[src/rtl/lsg_pkg.sv]
// shared types, codes and helpers for the lfo shape generator
`default_nettype none
package lsg_pkg;

    localparam logic [3:0] SHP_TRI   = 4'd0;
    localparam logic [3:0] SHP_SAWU  = 4'd1;
    localparam logic [3:0] SHP_SAWD  = 4'd2;
    localparam logic [3:0] SHP_SQR   = 4'd3;
    localparam logic [3:0] SHP_DECAY = 4'd4;
    localparam logic [3:0] SHP_RND   = 4'd5;
    localparam logic [3:0] SHP_BRN   = 4'd6;
    localparam logic [3:0] SHP_WND   = 4'd7;
    localparam logic [3:0] SHP_FLOW  = 4'd8;

    localparam logic [1:0] TM_CURRENT = 2'd1;
    localparam logic [1:0] TM_NEXT    = 2'd2;

    localparam logic [2:0] CFG_SHAPE  = 3'd0;
    localparam logic [2:0] CFG_BIAS   = 3'd1;
    localparam logic [2:0] CFG_RAMP   = 3'd2;
    localparam logic [2:0] CFG_CYCLES = 3'd3;
    localparam logic [2:0] CFG_TMODE  = 3'd4;
    localparam logic [2:0] CFG_TVALUE = 3'd5;
    localparam logic [2:0] CFG_START  = 3'd6;
    localparam logic [2:0] CFG_DELAY  = 3'd7;

    localparam logic [4:0] DIV_LAST = 5'd31;

    typedef enum logic [4:0] {
        CMD_NONE, CMD_LOAD, CMD_LP1, CMD_LP2, CMD_LP3, CMD_NOTE, CMD_HOLD,
        CMD_DELAY, CMD_ADV, CMD_TERM, CMD_DRAW, CMD_MUL1, CMD_MUL2, CMD_SHAPE,
        CMD_RMUL, CMD_DIVI, CMD_DIVS, CMD_DIVE, CMD_FIN, CMD_EMIT
    } t_cmd;

    typedef enum logic [4:0] {
        S_IDLE, S_START, S_LP1, S_LP2, S_LP3, S_NOTE, S_HOLD, S_DELAY, S_ADV,
        S_DECIDE, S_TERM, S_DRAW, S_MUL1, S_MUL2, S_SHAPE, S_RMUL, S_DIVI,
        S_DIVS, S_DIVE, S_FIN, S_EMIT
    } t_state;

    typedef struct packed {
        logic is_note;
        logic held;
        logic delay_hold;
        logic term;
        logic wrap;
        logic lp_note;
        logic lp_draw;
        logic draw;
        logic ramp_on;
        logic div_last;
        logic out_busy;
    } t_status;

    function automatic logic signed [15:0] sat16(input logic signed [39:0] v);
        logic signed [15:0] r;
        if (v > 40'sd32767) begin
            r = 16'sh7fff;
        end else if (v < -40'sd32768) begin
            r = 16'sh8000;
        end else begin
            r = v[15:0];
        end
        return r;
    endfunction

endpackage
`default_nettype wire

[src/rtl/lsg_ctrl.sv]
// sequencer that steps the datapath through one beat
`default_nettype none
module lsg_ctrl
    import lsg_pkg::*;
(
    input  wire     i_clk,
    input  wire     i_rst_n,
    input  wire     i_in_valid,
    output logic    o_in_ready,
    input  t_status i_status,
    output t_cmd    o_cmd
);

    t_state r_state, n_state;

    always_ff @(posedge i_clk) begin
        if (!i_rst_n) begin
            r_state <= S_IDLE;
        end else begin
            r_state <= n_state;
        end
    end

    always_comb begin
        n_state = r_state;
        case (r_state)
            S_IDLE:   if (i_in_valid) n_state = S_START;
            S_START: begin
                if (i_status.is_note) begin
                    n_state = i_status.lp_note ? S_LP1 : S_NOTE;
                end else if (i_status.held) begin
                    n_state = S_HOLD;
                end else if (i_status.delay_hold) begin
                    n_state = S_DELAY;
                end else begin
                    n_state = S_ADV;
                end
            end
            S_LP1:    n_state = S_LP2;
            S_LP2:    n_state = S_LP3;
            S_LP3:    n_state = i_status.is_note ? S_NOTE : S_DRAW;
            S_NOTE:   n_state = S_EMIT;
            S_HOLD:   n_state = S_EMIT;
            S_DELAY:  n_state = S_MUL1;
            S_ADV:    n_state = S_DECIDE;
            S_DECIDE: begin
                if (i_status.term) begin
                    n_state = S_TERM;
                end else if (i_status.wrap && i_status.lp_draw) begin
                    n_state = S_LP1;
                end else if (i_status.wrap && i_status.draw) begin
                    n_state = S_DRAW;
                end else begin
                    n_state = S_MUL1;
                end
            end
            S_TERM:   n_state = S_EMIT;
            S_DRAW:   n_state = S_MUL1;
            S_MUL1:   n_state = S_MUL2;
            S_MUL2:   n_state = S_SHAPE;
            S_SHAPE:  n_state = i_status.ramp_on ? S_RMUL : S_FIN;
            S_RMUL:   n_state = S_DIVI;
            S_DIVI:   n_state = S_DIVS;
            S_DIVS:   if (i_status.div_last) n_state = S_DIVE;
            S_DIVE:   n_state = S_FIN;
            S_FIN:    n_state = S_EMIT;
            S_EMIT:   if (!i_status.out_busy) n_state = S_IDLE;
            default:  n_state = S_IDLE;
        endcase
    end

    always_comb begin
        o_in_ready = 1'b0;
        o_cmd      = CMD_NONE;
        case (r_state)
            S_IDLE: begin
                o_in_ready = 1'b1;
                if (i_in_valid) o_cmd = CMD_LOAD;
            end
            S_LP1:    o_cmd = CMD_LP1;
            S_LP2:    o_cmd = CMD_LP2;
            S_LP3:    o_cmd = CMD_LP3;
            S_NOTE:   o_cmd = CMD_NOTE;
            S_HOLD:   o_cmd = CMD_HOLD;
            S_DELAY:  o_cmd = CMD_DELAY;
            S_ADV:    o_cmd = CMD_ADV;
            S_TERM:   o_cmd = CMD_TERM;
            S_DRAW:   o_cmd = CMD_DRAW;
            S_MUL1:   o_cmd = CMD_MUL1;
            S_MUL2:   o_cmd = CMD_MUL2;
            S_SHAPE:  o_cmd = CMD_SHAPE;
            S_RMUL:   o_cmd = CMD_RMUL;
            S_DIVI:   o_cmd = CMD_DIVI;
            S_DIVS:   o_cmd = CMD_DIVS;
            S_DIVE:   o_cmd = CMD_DIVE;
            S_FIN:    o_cmd = CMD_FIN;
            S_EMIT:   if (!i_status.out_busy) o_cmd = CMD_EMIT;
            default:  o_cmd = CMD_NONE;
        endcase
    end

endmodule
`default_nettype wire

[config.mk]
export PLATFORM = sky130hd
export DESIGN_NAME = lsg_ctrl
export DESIGN_NICKNAME = d
export VERILOG_FILES = /design/src/rtl/lsg_pkg.sv /design/src/rtl/lsg_ctrl.sv
export SDC_FILE = /design/constraint.sdc
export NUM_CORES = 1
export LEC_CHECK = 0
export BUFFER_PORTS_ARGS = -buffer_cell sky130_fd_sc_hd__buf_2
export CAP_MARGIN = 15
export CORE_MARGIN = 10
export CORE_UTILIZATION = 43
export CTS_CLUSTER_SIZE = 25
export DETAILED_ROUTE_END_ITERATION = 10
export PLACE_DENSITY = 0.75
export SYNTH_ARGS = -nofsm -noshare
export SYNTH_HDL_FRONTEND = slang
export SYNTH_SLANG_ARGS = --single-unit
[constraint.sdc]
create_clock -name i_clk -period 3 [get_ports i_clk]
set_input_delay 0.45 -clock i_clk [delete_from_list [all_inputs] [get_ports i_clk]]
set_output_delay 0.45 -clock i_clk [all_outputs]
set_load 0.02 [all_outputs]
# Yosys cells after proc, flatten, opt, wreduce, memory -nomap -nowiden
# Index checks and enable logic that the tools add are counted.
[word_totals]
ff_bits = 5
inputBits = 14
output_inout_bits = 6
word_cells = 47
[classes]
n_eq_ne = 23
muxes = 17
reduce_logical = 6
[op_table]
columns = ["cell", "count"]
rows = [
  ["$pmux W5 S19", 1],
  ["$pmux W5 S17", 1],
  ["$eq A5 B4 Y1 const B", 8],
  ["$eq A5 B5 Y1 const B", 5],
  ["$mux W5", 5],
  ["$mux W4", 6],
  ["$eq A5 B3 Y1 const B", 4],
  ["$eq A5 B2 Y1 const B", 2],
  ["$mux W3", 2],
  ["$ne A2 B2 Y1 const B", 3],
  ["$eq A5 B1 Y1 const B", 1],
  ["$logic_not A5 Y1", 1],
  ["$reduce_or A4 Y1", 1],
  ["$reduce_and A3 Y1", 1],
  ["$logic_and A1 B1 Y1", 2],
  ["$mux W1", 2],
  ["$reduce_or A2 Y1", 1],
]

# Depth between registers and ports, before layout
# Gate-level depths: netlist (run 1).
[logic_depth]
word_depth = 5
ltp_mapped = 6
ltp_nobuf = 4

# Worst setup path after synthesis (run 1)
# Ideal clock, no wire load.
[synth_path]
path_kind = "reg-to-output"
startpoint = "reg r_state[1]"
endpoint = "out o_cmd[0]"
arrival_time_ps = 1395
required_ps = 2550
slack_ps = 1155
stages_incl_launch_ff = 6
path_buffers = 1
cell_sequence = "dfxtp_1 -> buf_6 -> nor2_1 -> a22oi_1 -> a2bb2oi_1 -> o21ai_0"
[synth_between]
elab_chain_len = 2
elab_cells_between_ends = 20
classes_between = "18 x eq/ne; 1 x mux; 1 x reduce/logical"
[synth_rtl]
columns = ["item", "line", "text"]
rows = [
  ["from (decl)", "lsg_ctrl.sv:14", "t_state r_state, n_state;"],
  ["from (signal assigned)", "lsg_ctrl.sv:20", "r_state <= n_state;"],
  ["$eq A5 B5 Y1 (tied with other cells)", "lsg_ctrl.sv:75", "case (r_state)"],
  ["$pmux W5 S19 (*)", "lsg_ctrl.sv:75", ""],
  ["to (decl)", "lsg_ctrl.sv:11", "output t_cmd o_cmd"],
]
# Mark *: on every way between the ends. The rest lies on a longest branch, timed or not.

# Worst setup path in the final report (run 1)
[layout_path]
startpoint = "reg r_state[3]"
endpoint = "out o_cmd[1]"
# Same word-level chain as after synthesis.

==> impl_metrics.tcl, run 1 <==
set metrics [dict create \
    grt.total_usage_pct 10.8 \
    crit_family "flip-flops" \
    synth-edff-count 0 \
    ant_nets 0 \
    worstSetupEndpointType "primary output" \
    vias 906 \
    die_area_um2 3970 \
    cts_setup_buffers 0 \
    hp-start "i_rst_n" \
    final_nets 140 \
    cts_sinks 5 \
    period_share_pct 79.4 \
    powerDensity_nw_per_um2 877 \
    die_h_um 63.0 \
    async_flop_share_pct 0 \
    cp_data_arrival_time_ps 1930 \
    r2r-start "r_state[3]" \
    min_path_type "in2reg" \
    r2r_end "r_state[2]" \
    grt_first_pass_wirelength_um 3690 \
    multi_input_area_um2 616 \
    final-setup-viol-count 0 \
    ys_ff_latch 5 \
    drt-initial-drc-count 28 \
    grt_pass1_vias 893 \
    htree_levels 1 \
    gp_congestion 0.861 \
    numPortBuffers 19 \
    place_ws_ps 890 \
    ff_latch_area_um2 100 \
    crit_fanout 24 \
    reg2reg_slack_ps 1180 \
    period_needed_ps 2380 \
    synth.avg_cell_area_um2 7.17 \
    antenna_cells 0 \
    maxCapViolations 0 \
    synth_warnings 0 \
    worstMarginPinSlew_ps 789 \
    area_growth_syn_to_layout_pct 10.5 \
    cts_root_buf "clkbuf_4" \
    stdcell_area_um2 880 \
    critical_path.max_stage_delay_ps 830 \
    drive_above_1_share_pct 22.4 \
    finalHoldViolCount 0 \
    synth_nets 125 \
    clkLatencyLatePin_ps 240 \
    status "finished, final reports clean" \
    required_ps 2550 \
    fillCellCount 203 \
    syn_inst 111 \
    dp_hpwl_um 1630 \
    fin_setup_tns_ps 0 \
    antenna_found_initial 0 \
    slew-limit-headroom_pct 47.3 \
    netlist_area_um2 796 \
    wl_per_cell_um 14.7 \
    tritoncts "done" \
    ys.flop_type "dfxtp_1" \
    worst-path-buf-inv 1 \
    rows 15 \
    cts_hold_buf 0 \
    dpl_cell_area_um2 853 \
    total_power_mw 0.772 \
    leakage_nw 0.324 \
    path_class "reg2out" \
    yosysUniqueCellTypes 50 \
    grt_overflow 0 \
    reg2reg_depth 4 \
    regMostFlops "r_state" \
    cts_buffers 3 \
    finClkSkew_ps 3.02 \
    cp_slowest_cell "dfxtp_1" \
    grt_max_degree 26 \
    vdd_drop_max_mv 0.738 \
    core_area_um2 1750 \
    ios 20 \
    crit_path_cell_trace "nor2b_1 > a22oi_1 > o22ai_1 > buf_2" \
    whs_ps 461 \
    start_kind "flop" \
    clk_pin_slew_ps 40 \
    cts_resized 0 \
    fin_ws_ps 619 \
    routed_via_density 6.04 \
    largest_reg_flops 5 \
    max_clock_freq_mhz 420 \
    cts.path.max_buffers 2 \
    fp.dieW_um 63.0 \
    slew_viol_final 0 \
    dr.pass1.iters 4 \
    rsz0062_at_grt "no" \
    wirelength_um 2200 \
    min_path_cells 3 \
    reg.largest.list "r_state x5" \
    route.detailed.drc 0 \
    holdPathEnd "r_state[2]" \
    ys_seq_area_share_pct 12.6 \
    start_util_pct 45.6 \
]
kinds of logic (layout without fill, tap and decap cells):
family                    Yosys count  after routing  share of synthesized area (%)
xor gates and xnor gates            2              2                           2.20
and+or+nand+nor                    48             48                           37.6
muxes                               2              2                           2.67
buffers and inverters              12             26                           10.1
AOI/OAI and AO/OA                  42             42                           34.9
DFF                                 5              5                           12.6
how the worst max path moves through the flow:
stage / depth (start not counted) / startpoint / to
5_1_grt: 4 / r_state[3] / o_cmd[1]
6_report: 4 / r_state[3] / o_cmd[1]
3_3_place_gp: 3 / r_state[4] / o_cmd[2]
4_1_cts: 4 / r_state[3] / o_cmd[1]
3_5_place_dp: 4 / r_state[3] / o_cmd[1]
2_1_floorplan: 5 / r_state[1] / o_cmd[0]
layout make-up:
cell class / instances / area share [%]
multi-input cells: 94 / 70.0
repair buffers: 19 / 10.8
inverters: 3 / 1.28
clock buffers: 4 / 2.99
well taps: 25 / 3.56
flip-flops and latches: 5 / 11.4
where the power goes:
part | switching, mW | internal [mW] | total (mW)
logic | 0.267 | 0.225 | 0.492
registers | 0.115 | 0.0889 | 0.204
clock network | 0.0254 | 0.0501 | 0.0756
metal layers:
| metal | vias up | wire length [um] | global-route usage [%] |
|---|---|---|---|
| met3 | 2 | 116 | 3.23 |
| li1 | 453 | - | - |
| met5 | - | 0 | 0 |
| met1 | 416 | 1020 | 13.0 |
| met2 | 35 | 1050 | 17.4 |
| met4 | 0 | 13 | 3.91 |
stage by stage:
stage                     cells  util, %
after floorplan             111        -
after global placement      146     48.9
after detailed placement    146     48.9
after CTS                   150     50.4
after global routing        150     50.4
final                       150     50.4
worst register-to-register path: stages, from the launching register on:
cell and delay (ps):
dfxtp_1 830, or3b_2 510, nor3_1 140, o21ai_1 90, a31oi_1 180
cell usage after synthesis (all sizes together) (2+ instances only):
cell	instances	area share, %
a21oi	13	8.2
a22oi	2	1.9
a31oi	2	1.6
a32o	2	2.5
buf	8	8.2
dfxtp	5	13
inv	3	1.4
nand2	3	1.4
nand2b	6	4.7
nand3	3	1.9
nand3b	2	1.9
nor2	8	3.8
nor2b	4	3.1
nor3	6	5.2
o21ai	6	3.8
o22ai	2	1.6
o31a	2	2.2
o31ai	2	1.9
o32ai	2	2.2
or2	3	2.4
or3b	4	4.7
placed cells by master, fill, tap and decap left out, types with 2 or more instances in the layout:
master / netlist / final
o21ai_0: 4 / 4
a32o_1: 2 / 2
nor2_1: 8 / 8
nand3_1: 3 / 3
a22oi_1: 2 / 2
a21oi_1: 13 / 13
o22ai_1: 2 / 2
or2_2: 2 / 2
nor3_1: 5 / 5
nand3b_1: 2 / 2
o32ai_1: 2 / 2
nand2b_1: 6 / 6
a31oi_1: 2 / 2
clkbuf_4: 0 / 3
o31a_1: 2 / 2
buf_2: 4 / 19
nand2_1: 3 / 3
or3b_1: 2 / 2
inv_1: 3 / 3
nor2b_1: 4 / 4
o21ai_1: 2 / 2
dfxtp_1: 5 / 5
o31ai_1: 2 / 2
(Power assumes the default switching activity.)
==> run 2: changes to the inputs <==
Clock period 3 ns to 2.35 ns, I/O delays scaled along.
==> impl_metrics.tcl, run 2 (synthesis results as in run 1) <==
set metrics [dict create \
    status "finished, final reports clean" \
    fp.dieW_um 63.0 \
    routed_via_density 5.78 \
    rsz0062_at_grt "no" \
    vias 884 \
    cp_data_arrival_time_ps 1810 \
    grt_max_degree 26 \
    dr.pass1.iters 4 \
    grt_first_pass_wirelength_um 3530 \
    total_power_mw 1.02 \
    route.detailed.drc 0 \
    grt.total_usage_pct 10.3 \
    slew-limit-headroom_pct 54.5 \
    cts_sinks 5 \
    wirelength_um 2150 \
    max_clock_freq_mhz 463 \
    dpl_cell_area_um2 876 \
    layout_commonest_cell "buf_2" \
    vdd_drop_max_mv 0.508 \
    worstSetupEndpointType "primary output" \
    numPortBuffers 19 \
    start_util_pct 45.6 \
    finalHoldViolCount 0 \
    final_nets 143 \
    clk_pin_slew_ps 50 \
    antenna_cells 0 \
    required_ps 2000 \
    rows 15 \
    cts_buffers 3 \
    cts_hold_buf 0 \
    stdcell_area_um2 902 \
    htree_levels 1 \
    period_share_pct 91.9 \
    antenna_found_initial 0 \
    leakage_nw 0.340 \
    core_area_um2 1750 \
    min_path_type "in2reg" \
    wl_per_cell_um 14.0 \
    worstMarginPinSlew_ps 682 \
    die_h_um 63.0 \
    fillCellCount 181 \
    cts_resized 0 \
    final-setup-viol-count 0 \
    ant_nets 0 \
    final_cell_mix "buf_2 (19), a21oi_1 (13), nor2_1 (8)" \
    slew_viol_final 0 \
    powerDensity_nw_per_um2 1130 \
    period_needed_ps 2160 \
    dp_hpwl_um 1690 \
    ios 20 \
    start_kind "flop" \
    gp_congestion 0.940 \
    path_class "reg2out" \
    fin_setup_tns_ps 0 \
    largest_reg_flops 5 \
    drive_above_1_share_pct 24.2 \
    clkLatencyLatePin_ps 250 \
    cts_setup_buffers 0 \
    drt-initial-drc-count 29 \
    die_area_um2 3970 \
    cts_root_buf "clkbuf_4" \
    grt_pass1_vias 843 \
    dp_cells 149 \
    maxCapViolations 0 \
    grt_overflow 0 \
    final_util_pct 51.7 \
    crit_fanout 25 \
    cts.path.max_buffers 2 \
    finClkSkew_ps 7.44 \
    tritoncts "done" \
    regMostFlops "r_state" \
    reg.largest.list "r_state x5" \
    fin_cells 153 \
    area_growth_syn_to_layout_pct 13.4 \
]
-- run 2: cell count changes in the layout (fill, tap and decap cells not counted), sizes merged --
cell and delta:
buf +3
-- run 2: through the flow --
stage	setup WS [ps]	hold WS, ps
global route	32.5	379
floorplan	602	462
detailed placement	483	612
finish	191	355
global placement	527	609
CTS	205	352
-- run 2: power breakdown --
part           switching [mW]  internal [mW]
clock                  0.0367         0.0643
combinational           0.398          0.308
sequential             0.0958          0.113
total                   0.530          0.485
-- run 2: cell type report --
| type | instances | area (um^2) | area share [%] |
|---|---|---|---|
| Sequential cell | 5 | 100 | 11.1 |
| Timing Repair Buffer | 22 | 118 | 13.0 |
| Multi-Input combinational cell | 94 | 616 | 68.2 |
| Tap cell | 25 | 31.3 | 3.47 |
| Clock buffer | 4 | 26.3 | 2.91 |
| Inverter | 3 | 11.3 | 1.25 |
-- run 2: worst max-delay path: stages, from the launching register on --
cell and delay [ps]:
dfxtp_1 750, nor2_1 180, a22oi_1 230, a2bb2oi_1 160
o21ai_0 80, buf_2 160
-- run 2: layer usage --
metal	GRT usage [%]	wire, um	vias to the layer above
li1	-	-	460
met1	12.3	1060	396
met2	17.0	987	26
met3	3.41	85	2
met4	2.51	19	0
met5	0	0	-
-- run 2: final timing paths --
kind / start / endpoint / slack (ps) / depth (start not counted)
worst max-delay path: r_state[2] / o_cmd[0] / 190 / 5
worst min-delay path: i_rst_n / r_state[2] / 360 / 3
worst max register to register: r_state[4] / r_state[1] / 600 / 4
worst min register to register: r_state[0] / r_state[4] / 720 / 4
